### config.mk
export PLATFORM = sky130hd
export DESIGN_NAME = multi_width_crc_check_unit
export DESIGN_NICKNAME = d
export VERILOG_FILES = /design/src/rtl/mwcrc_pkg.sv /design/src/rtl/mwcrc_in_reg.sv /design/src/rtl/mwcrc_core.sv /design/src/rtl/multi_width_crc_check_unit.sv
export VERILOG_INCLUDE_DIRS = /design/src /design/src/rtl
export SDC_FILE = /design/constraint.sdc
export NUM_CORES = 1
export LEC_CHECK = 0
export BUFFER_PORTS_ARGS = -buffer_cell sky130_fd_sc_hd__buf_4
export CAP_MARGIN = 20
export CORE_UTILIZATION = 50
export CTS_CLUSTER_DIAMETER = 50
export DETAILED_ROUTE_END_ITERATION = 7
export PLACE_DENSITY = 0.78
export SLEW_MARGIN = 20
export SYNTH_ARGS = -nofsm -noshare
export SYNTH_HDL_FRONTEND = slang
export SYNTH_HIERARCHICAL = 1
export SYNTH_SLANG_ARGS = --single-unit
### constraint.sdc
create_clock -name clk -period 7.6 [get_ports clk]
set_input_delay 0.76 -clock clk [delete_from_list [all_inputs] [get_ports clk]]
set_output_delay 0.76 -clock clk [all_outputs]
set_load 0.02 [all_outputs]
### src/rtl/multi_width_crc_check_unit_assert.svh
// Assertion macros for the multi-width CRC check unit.
// Used by the top level; no other dependencies.
`ifndef MULTI_WIDTH_CRC_CHECK_UNIT_ASSERT_SVH
`define MULTI_WIDTH_CRC_CHECK_UNIT_ASSERT_SVH
`ifndef NO_ASSERTIONS
// Same-cycle implication under clk, disabled in reset.
`define MWCRC_ASSERT_NOW(lbl, ante, cons, msg) \
  lbl: assert property (@(posedge clk) disable iff (!rst_n) (ante) |-> (cons)) \
    else $error(msg);
// Next-cycle implication under clk, disabled in reset.
`define MWCRC_ASSERT_NEXT(lbl, ante, cons, msg) \
  lbl: assert property (@(posedge clk) disable iff (!rst_n) (ante) |=> (cons)) \
    else $error(msg);
`else
`define MWCRC_ASSERT_NOW(lbl, ante, cons, msg)
`define MWCRC_ASSERT_NEXT(lbl, ante, cons, msg)
`endif
`endif

### src/rtl/mwcrc_pkg.sv
// Package for the multi-width CRC check unit: width codes, polynomials,
// item and status types, and the byte fold function. No dependencies.
`timescale 1ns / 1ps
`default_nettype none

package mwcrc_pkg;

  // Width select codes
  localparam logic [1:0] WIDTH_CRC8  = 2'd0;
  localparam logic [1:0] WIDTH_CRC16 = 2'd1;
  localparam logic [1:0] WIDTH_CRC32 = 2'd2;
  localparam logic [1:0] WIDTH_CRC64 = 2'd3;
  localparam logic [1:0] WIDTH_RESET = WIDTH_CRC32;

  // Generator polynomials (implicit top bit dropped)
  localparam logic [7:0]  POLY_CRC8  = 8'h07;
  localparam logic [15:0] POLY_CRC16 = 16'h8005;
  localparam logic [31:0] POLY_CRC32 = 32'h04C11DB7;
  localparam logic [63:0] POLY_CRC64 = 64'h3A7FF201D298EE14;

  // One input item as held in the input register
  typedef struct packed {
    logic [7:0]  data_byte;
    logic        has_byte;
    logic        last_byte;
    logic [63:0] expected_crc;
  } mwcrc_item_t;

  // Status exported by the core
  typedef struct packed {
    logic [1:0] width_code;
    logic       out_valid;
  } mwcrc_status_t;

  // The CRC register is kept left-aligned in 64 bits: the active width sits
  // in the top bits and the bits below it stay zero.
  function automatic logic [63:0] mwcrc_poly_top(input logic [1:0] code);
    case (code)
      WIDTH_CRC8:  return {POLY_CRC8, 56'h0};
      WIDTH_CRC16: return {POLY_CRC16, 48'h0};
      WIDTH_CRC32: return {POLY_CRC32, 32'h0};
      default:     return POLY_CRC64;
    endcase
  endfunction

  function automatic logic [63:0] mwcrc_init_top(input logic [1:0] code);
    case (code)
      WIDTH_CRC8:  return {8'hFF, 56'h0};
      WIDTH_CRC16: return {16'hFFFF, 48'h0};
      WIDTH_CRC32: return {32'hFFFF_FFFF, 32'h0};
      default:     return {64{1'b1}};
    endcase
  endfunction

  // Left-aligned CRC to zero-extended value
  function automatic logic [63:0] mwcrc_right_align(input logic [63:0] crc_top,
                                                    input logic [1:0]  code);
    case (code)
      WIDTH_CRC8:  return {56'h0, crc_top[63:56]};
      WIDTH_CRC16: return {48'h0, crc_top[63:48]};
      WIDTH_CRC32: return {32'h0, crc_top[63:32]};
      default:     return crc_top;
    endcase
  endfunction

  function automatic logic [63:0] mwcrc_mask(input logic [1:0] code);
    case (code)
      WIDTH_CRC8:  return {56'h0, 8'hFF};
      WIDTH_CRC16: return {48'h0, 16'hFFFF};
      WIDTH_CRC32: return {32'h0, 32'hFFFF_FFFF};
      default:     return {64{1'b1}};
    endcase
  endfunction

  // Byte into the top byte, then eight MSB-first shift steps
  function automatic logic [63:0] mwcrc_fold_byte(input logic [63:0] crc_top,
                                                  input logic [7:0]  data,
                                                  input logic [63:0] poly_top);
    logic [63:0] c;
    c = crc_top ^ {data, 56'h0};
    for (int i = 0; i < 8; i++) begin
      c = c[63] ? ((c << 1) ^ poly_top) : (c << 1);
    end
    return c;
  endfunction

endpackage

`default_nettype wire

### src/rtl/mwcrc_in_reg.sv
// Input register of the multi-width CRC check unit: captures one item per
// transfer and holds it until the core takes it. Depends on mwcrc_pkg.
`timescale 1ns / 1ps
`default_nettype none

module mwcrc_in_reg
  import mwcrc_pkg::*;
(
  input  wire logic        clk,
  input  wire logic        rst_n,
  input  wire logic        in_valid,
  output logic             in_stall,
  input  wire mwcrc_item_t in_item,
  output logic             hold_valid,
  output mwcrc_item_t      hold_item,
  input  wire logic        hold_take
);

  logic        hold_valid_r, hold_valid_nxt;
  mwcrc_item_t hold_item_r;
  logic        load;

  // Stall only while a held item cannot move on this cycle
  assign in_stall = hold_valid_r && !hold_take;
  assign load     = in_valid && !in_stall;

  always_comb begin
    hold_valid_nxt = hold_valid_r;
    if (load) begin
      hold_valid_nxt = 1'b1;
    end else if (hold_take) begin
      hold_valid_nxt = 1'b0;
    end
  end

  always_ff @(posedge clk) begin
    if (!rst_n) begin
      hold_valid_r <= 1'b0;
    end else begin
      hold_valid_r <= hold_valid_nxt;
    end
  end

  // Payload needs no reset
  always_ff @(posedge clk) begin
    if (load) begin
      hold_item_r <= in_item;
    end
  end

  assign hold_valid = hold_valid_r;
  assign hold_item  = hold_item_r;

endmodule

`default_nettype wire

### src/rtl/mwcrc_core.sv
// CRC core: width register, running CRC, combinational byte fold, compare
// and result register. Depends on mwcrc_pkg.
`timescale 1ns / 1ps
`default_nettype none

module mwcrc_core
  import mwcrc_pkg::*;
(
  input  wire logic        clk,
  input  wire logic        rst_n,
  input  wire logic        cfg_valid,
  input  wire logic [1:0]  cfg_data,
  input  wire logic        hold_valid,
  input  wire mwcrc_item_t hold_item,
  output logic             hold_take,
  output logic             out_valid,
  input  wire logic        out_stall,
  output logic [63:0]      out_crc_value,
  output logic             out_crc_match,
  output mwcrc_status_t    status
);

  logic [1:0]  width_r;
  logic [63:0] crc_r, crc_nxt;
  logic        out_valid_r, out_valid_nxt;
  logic [63:0] crc_value_r;
  logic        crc_match_r;
  logic [63:0] folded;
  logic [63:0] result;
  logic        out_free;

  // A result slot is free when empty or being drained this cycle
  assign out_free  = !out_valid_r || !out_stall;
  assign hold_take = hold_valid && (!hold_item.last_byte || out_free);

  // Fold the held byte into the running CRC
  assign folded = hold_item.has_byte
                ? mwcrc_fold_byte(crc_r, hold_item.data_byte, mwcrc_poly_top(width_r))
                : crc_r;
  assign result = mwcrc_right_align(folded, width_r);

  always_comb begin
    crc_nxt = crc_r;
    if (cfg_valid) begin
      crc_nxt = mwcrc_init_top(cfg_data);
    end else if (hold_take) begin
      crc_nxt = hold_item.last_byte ? mwcrc_init_top(width_r) : folded;
    end
  end

  always_comb begin
    out_valid_nxt = out_valid_r && out_stall;
    if (hold_take && hold_item.last_byte) begin
      out_valid_nxt = 1'b1;
    end
  end

  always_ff @(posedge clk) begin
    if (!rst_n) begin
      width_r     <= WIDTH_RESET;
      crc_r       <= mwcrc_init_top(WIDTH_RESET);
      out_valid_r <= 1'b0;
    end else begin
      if (cfg_valid) begin
        width_r <= cfg_data;
      end
      crc_r       <= crc_nxt;
      out_valid_r <= out_valid_nxt;
    end
  end

  // Result payload, loaded when a message ends
  always_ff @(posedge clk) begin
    if (hold_take && hold_item.last_byte) begin
      crc_value_r <= result;
      crc_match_r <= (result == (hold_item.expected_crc & mwcrc_mask(width_r)));
    end
  end

  assign out_valid         = out_valid_r;
  assign out_crc_value     = crc_value_r;
  assign out_crc_match     = crc_match_r;
  assign status.width_code = width_r;
  assign status.out_valid  = out_valid_r;

endmodule

`default_nettype wire

### src/rtl/multi_width_crc_check_unit.sv
// Top level of the multi-width CRC check unit: input register plus CRC core.
// Depends on mwcrc_pkg, mwcrc_in_reg, mwcrc_core and the assertion header.
//
// Byte-serial MSB-first CRC of 8, 16, 32 or 64 bits (width_code 0..3, reset
// 32 bits), initial value all ones, no final XOR. One item is accepted per
// cycle while no last item waits on a blocked result slot; an item is held in
// the input register and its result, if last_byte is set, is loaded into the
// output register when the core takes it, which raises out_valid. The rate of
// one byte per cycle is set by the loop through the eight-step fold and the
// CRC register. Writing cfg_data reloads the initial value of the new width;
// cfg_ready is always high and writes are meant for idle periods.
`timescale 1ns / 1ps
`default_nettype none
`include "multi_width_crc_check_unit_assert.svh"

module multi_width_crc_check_unit
  import mwcrc_pkg::*;
(
  input  wire logic        clk,
  input  wire logic        rst_n,
  input  wire logic        cfg_valid,
  output logic             cfg_ready,
  input  wire logic [1:0]  cfg_width_code,
  input  wire logic        in_valid,
  output logic             in_stall,
  input  wire logic [7:0]  in_data_byte,
  input  wire logic        in_has_byte,
  input  wire logic        in_last_byte,
  input  wire logic [63:0] in_expected_crc,
  output logic             out_valid,
  input  wire logic        out_stall,
  output logic [63:0]      out_crc_value,
  output logic             out_crc_match
);

  mwcrc_item_t   in_item;
  mwcrc_item_t   hold_item;
  logic          hold_valid;
  logic          hold_take;
  mwcrc_status_t status;

  assign cfg_ready = 1'b1;

  assign in_item.data_byte    = in_data_byte;
  assign in_item.has_byte     = in_has_byte;
  assign in_item.last_byte    = in_last_byte;
  assign in_item.expected_crc = in_expected_crc;

  mwcrc_in_reg u_in_reg (
    .clk        (clk),
    .rst_n      (rst_n),
    .in_valid   (in_valid),
    .in_stall   (in_stall),
    .in_item    (in_item),
    .hold_valid (hold_valid),
    .hold_item  (hold_item),
    .hold_take  (hold_take)
  );

  mwcrc_core u_core (
    .clk           (clk),
    .rst_n         (rst_n),
    .cfg_valid     (cfg_valid && cfg_ready),
    .cfg_data      (cfg_width_code),
    .hold_valid    (hold_valid),
    .hold_item     (hold_item),
    .hold_take     (hold_take),
    .out_valid     (out_valid),
    .out_stall     (out_stall),
    .out_crc_value (out_crc_value),
    .out_crc_match (out_crc_match),
    .status        (status)
  );

  // Input stalls only behind a last item waiting on a blocked result slot
  `MWCRC_ASSERT_NOW(a_stall_cause, in_stall, hold_valid && hold_item.last_byte && out_valid && out_stall, "input stalled without a blocked result")
  // A new result follows a held last item taken in the previous cycle
  `MWCRC_ASSERT_NEXT(a_result_source, hold_take && hold_item.last_byte, out_valid, "result lost after message end")
  // Result bits above the selected width are zero
  `MWCRC_ASSERT_NOW(a_crc8_range, status.out_valid && status.width_code == WIDTH_CRC8, out_crc_value[63:8] == 56'h0, "CRC-8 result wider than 8 bits")
  `MWCRC_ASSERT_NOW(a_crc16_range, status.out_valid && status.width_code == WIDTH_CRC16, out_crc_value[63:16] == 48'h0, "CRC-16 result wider than 16 bits")

endmodule

`default_nettype wire

---- Word-level counts from Yosys, hierarchy flattened ----
Cells that the tools add are included.
storage, ports and cells
  logic and storage cells ................. 62
  register bits ........................... 207
  output and inout bits ................... 68
  input bits .............................. 81
cells by class
  reductions and logical operators ........ 16
  multiplexer cells ....................... 21
  bitwise logic cells ..................... 10
  equality and inequality tests ........... 5
operators by type and width
  cell                                                             number
  64-bit 2-to-1 mux                                                13
  64-bit one-hot mux with 3 select lines                           3
  64-bit XOR                                                       9
  56-bit one-hot mux with 3 select lines                           2
  64-bit AND                                                       1
  64-bit == test                                                   1
  1-bit logical AND                                                5
  1-bit zero test                                                  5
  2-bit by 1-bit == test with 1-bit output, second input constant  2
  2-bit == test, second input constant                             2
  2-bit zero test                                                  2
  2-bit nonzero test                                               2
  1-bit 2-to-1 mux                                                 3
  1-bit logical OR                                                 2

---- Depth between registers and ports, before layout ----
  word-level depth ........................ 22
  depth in mapped cells ................... 20
  gate-level depth less buffers ........... 18

---- By module ----
The synthesis kept the hierarchy.
modules (own cells, without submodules)
  module                      times used  sequential area each (µm²)  cells each  area each (µm²)
  mwcrc_core                  1           3,293.2                     1,710       13,644.3
  mwcrc_in_reg                1           2,242.2                     78          2,269.7
  multi_width_crc_check_unit  1           0.0                         2           11.3

---- Least setup slack after synthesis ----
OpenSTA, ideal clock, no wires.
  kind .................................... reg2reg
  start point ............................. register u_core.width_r[0]
  end point ............................... register u_core.crc_match_r (netlist: u_core/out_crc_match) (data pin)
  clock period less this slack ............ 5.167 ns
  stages on the path, launching flop included .. 18
  data arrival time ....................... 4.991 ns
  setup slack ............................. 2.433 ns
  setup time .............................. 0.176 ns
  cell sequence ........................... dfxtp_1 ha_1 clkinv_1 nor4_1 nor3_2 nor2_1 xnor3_2 or3_1 buf_4 nand3_2 xnor2_2 xnor2_1 a2bb2o_4 or4_1 or4_1 nor4_1 nand4_1 nor4_1
between the ends
  word-level cells in the longest chain between the ends .. 21
ends and longest elaborated chain
  what                                         RTL line                                           RTL
  start, declared                              mwcrc_core.sv:23                                   logic [1:0] width_r;
  start signal, assigned                       mwcrc_core.sv:65                                   width_r <= cfg_data;
  2-bit == test, or another cell as far along  mwcrc_pkg.sv:38, mwcrc_pkg.sv:58, mwcrc_pkg.sv:67
  64-bit one-hot mux with 3 select lines       mwcrc_pkg.sv:38                                    case (code)
  64-bit XOR                                   mwcrc_pkg.sv:82                                    c = c[63] ? ((c << 1) ^ poly_top) : (c << 1);
  64-bit 2-to-1 mux                            mwcrc_pkg.sv:82
  64-bit XOR                                   mwcrc_pkg.sv:82
  64-bit 2-to-1 mux                            mwcrc_pkg.sv:82
  64-bit XOR                                   mwcrc_pkg.sv:82
  64-bit 2-to-1 mux                            mwcrc_pkg.sv:82
  [5 not listed]                               -
  64-bit 2-to-1 mux                            mwcrc_pkg.sv:82
  64-bit XOR                                   mwcrc_pkg.sv:82
  64-bit 2-to-1 mux                            mwcrc_pkg.sv:82
  64-bit XOR                                   mwcrc_pkg.sv:82
  64-bit 2-to-1 mux                            mwcrc_pkg.sv:82
  64-bit 2-to-1 mux                            mwcrc_core.sv:38                                   ? mwcrc_fold_byte(crc_r, hold_item.data_byte, mwcrc_poly_top(width_r))
  64-bit one-hot mux with 3 select lines       mwcrc_pkg.sv:58                                    case (code)
  64-bit == test *                             mwcrc_core.sv:76                                   crc_match_r <= (result == (hold_item.expected_crc & mwcrc_mask(width_r)));
  end signal, assigned                         mwcrc_core.sv:76
  end, declared                                mwcrc_core.sv:27                                   logic crc_match_r;
Mark *: on every way between the ends. The rest lies on a longest branch, timed or not. The select of a mux whose other input is x is not followed.
A chain may end at the register's enable or synchronous reset.

---- Worst setup path in the final report ----
  start point ............................. register u_core.crc_r[63]
  end point ............................... register u_core.crc_match_r (netlist: u_core/out_crc_match) (data pin)
between the ends
  word-level cells in the longest chain between the ends .. 19
ends and longest elaborated chain
  what                                      RTL line          RTL
  start, declared                           mwcrc_core.sv:24  logic [63:0] crc_r, crc_nxt;
  start signal, assigned                    mwcrc_core.sv:61  crc_r <= mwcrc_init_top(WIDTH_RESET);
  start signal, assigned                    mwcrc_core.sv:67  crc_r <= crc_nxt;
  64-bit XOR                                mwcrc_pkg.sv:80   c = crc_top ^ {data, 56'h0};
  64-bit 2-to-1 mux                         mwcrc_pkg.sv:82
  64-bit XOR                                mwcrc_pkg.sv:82
  64-bit 2-to-1 mux                         mwcrc_pkg.sv:82
  64-bit XOR                                mwcrc_pkg.sv:82
  64-bit 2-to-1 mux                         mwcrc_pkg.sv:82
  64-bit XOR                                mwcrc_pkg.sv:82
  64-bit 2-to-1 mux                         mwcrc_pkg.sv:82
  [3 not listed]                            -
  64-bit 2-to-1 mux                         mwcrc_pkg.sv:82
  64-bit XOR                                mwcrc_pkg.sv:82
  64-bit 2-to-1 mux                         mwcrc_pkg.sv:82
  64-bit XOR                                mwcrc_pkg.sv:82
  64-bit 2-to-1 mux                         mwcrc_pkg.sv:82
  64-bit 2-to-1 mux *                       mwcrc_core.sv:38
  64-bit one-hot mux with 3 select lines *  mwcrc_pkg.sv:58
  64-bit == test *                          mwcrc_core.sv:76
Mark *: on every way between the ends. The rest lies on a longest branch, timed or not.

==> flow_summary.toml <==
[run_status]
outcome = "finished, final reports clean"

[drt]
top_layer_used = "met5"
wl_met3_mm = 11.6
num_vias = 16300
drcViolationCount = 0
avgViaCountPerCell = 7.05
finalWirelength_mm = 78.7
routedLengthMet1_mm = 30.2
wl_per_cell_um = 33.9
antenna_left = 0
drt_iter0_markers = 3064
met2_length_mm = 31.9
dr.pass1.iters = 5

[clock_network]
clkLatencyLatePin_ns = 0.60
numCtsBuffers = 29
cts_resized = 0
cts_htree_levels = 1
cts.sinks = 207
ctsHoldBuffers = 0
clockBufferDepth = 3
postCtsSetupBuffers = 0
cts_root_buf = "clkbuf_16"
clk_pin_slew_ns = 0.06
tritoncts = "yes"

[final_layout]
drive_gt1_share_pct = 18.6
layout_common_cells = "buf_4, nand2_1, xnor2_1"
stdcell_count = 2317
utilization_pct = 59.7
n_fill_cell = 2754
syn2layout_area_growth_pct = 16.2
final_cell_area_um2 = 18500
diodes = 0
nets = 1985
mostFrequentLayoutCell = "buf_4"

[placed_design]
postPlaceCellArea_um2 = 17600
dp_hpwl_mm = 58.9
place.port_buffers = 147
dp_cells = 2263
gp_congestion = 1.10

[power_and_ir_drop]
peakVddDrop_v = 0.000240
p_leak_nw = 6.90
power.net_switching_mw = 2.31
seq_power_share_pct = 27.0
swShare_pct = 44.6
p_comb_share_pct = 47.6
clkPwrFrac_pct = 25.4
intPower_mw = 2.86
powerDensity_nw_per_um2 = 279

[job]
maxCapViolCount = 0

[logic_synthesis]
syn_area_um2 = 15900
ys_warn_count = 6
synth.avg_cell_area_um2 = 8.90
netlist_instances = 1789
mappedNetlistNets = 1876

[timing]
finalCritPeriodShare_pct = 94.2
finalHoldViolations = 0
finClkSkew_ns = 0.0307
relSlewSlack_pct = 16.2
worstMarginPinSlew_ns = 1.25
setup_viol = 0
rsz0062_at_grt = "no"
setup_tns_ns = 0
holdWs_ns = 0.338
max_freq_mhz = 140
period_minus_slack_ns = 7.16
slew_violations = 0

[floorplanning]
initial_core_util_pct = 51.4
core_region_area_um2 = 31000
io_pins = 149
die_x_um = 180
die_area_um2 = 32600
num_rows = 64
die_h_um = 180

[global_routing]
track_usage_pct = 47.7
grt_max_degree = 69
grt_overflow = 0
antenna_found_initial = 1
grt_pass1_wl_mm = 111
grt_pass1_vias = 15300

[critical_path]
cp_top_family = "XOR/XNOR gates"
critPathRequiredTime_ns = 8.00
critPathSlowestCell = "dfxtp_1"
crit_buf_inv = 1
critPathMaxFanout = 24
cp-end-kind = "flip-flop"
worst_ep_arrival_time_ns = 7.55
path_cells = "xnor2_2, buf_12, nor4_1, o21ai_1, nand2_1, xnor3_1, xnor2_1, nand3_2, a21oi_2, xor2_1, xnor2_1, o21ba_2, o21a_1, a32oi_1, nand4_1, nor4_1"
slowest_delay_ns = 0.65
criticalPathCategory = "reg -> reg"
cp-start-kind = "flip-flop"

[min_path]
hold_path_class = "in -> reg"
-- cell type report --
cell class,count,area (um2),area share [%]
tap,396,495,2.68
timing repair buffer,220,1660,9.00
clock inverter,16,160,0.866
clock buffer,38,769,4.16
multi-input combinational,1407,9750,52.7
sequential,207,5540,29.9
inverter,33,124,0.670
-- power by group through the flow --
stage          Clock, mW  Combinational (mW)  Sequential (mW)
2_1_floorplan          0                1.42             1.40
3_3_place_gp           0                2.30             1.41
3_5_place_dp           0                2.30             1.41
4_1_cts             1.33                2.31             1.39
5_1_grt             1.36                2.51             1.40
6_report            1.31                2.46             1.40
-- routing by layer --
metal | up-vias | global-route usage, %
met4 | 4 | 24.6
met3 | 249 | 16.9
li1 | 6878 | -
met1 | 7815 | 64.2
met2 | 1394 | 66.9
met5 | - | 1.93
-- per-stage QoR --
stage	worst slack [ns]	total power [mW]
after floorplan	2.43	2.82
after global placement	0.773	3.71
after detailed placement	0.869	3.71
after CTS	0.834	5.02
after global routing	0.418	5.27
final	0.443	5.17
-- path summary, 6_finish.rpt --
| check | from | slack [ns] | cells after the start | endpoint |
|---|---|---|---|---|
| worst max-delay path | u_core/crc_r[63] | 0.44 | 16 | u_core/out_crc_match |
| worst min-delay path | in_expected_crc[47] | 0.34 | 1 | u_in_reg/hold_item[47] |
| worst max register to register | u_core/crc_r[63] | 0.44 | 16 | u_core/out_crc_match |
| worst min register to register | u_core/crc_r[11] | 0.56 | 2 | u_core/crc_r[11] |
-- state kept, by name (all words and copies together) (netlist names) --
signal / flops
u_core/out_valid: 1
u_in_reg/hold_valid: 1
u_core/out_crc_value: 64
u_in_reg/hold_item: 74
u_core/width_r: 2
u_core/crc_r: 64
u_core/out_crc_match: 1
-- worst reg2reg max path: stages (launching register included) --
cell,delay (ns)
dfxtp_1,0.65
xnor2_2,0.28
buf_12,0.24
nor4_1,0.66
o21ai_1,0.27
nand2_1,0.24
xnor3_1,0.59
xnor2_1,0.62
nand3_2,0.42
a21oi_2,0.48
xor2_1,0.57
xnor2_1,0.20
o21ba_2,0.33
o21a_1,0.45
a32oi_1,0.53
nand4_1,0.17
nor4_1,0.28
Note: power is estimated with default switching activity, not from simulation.
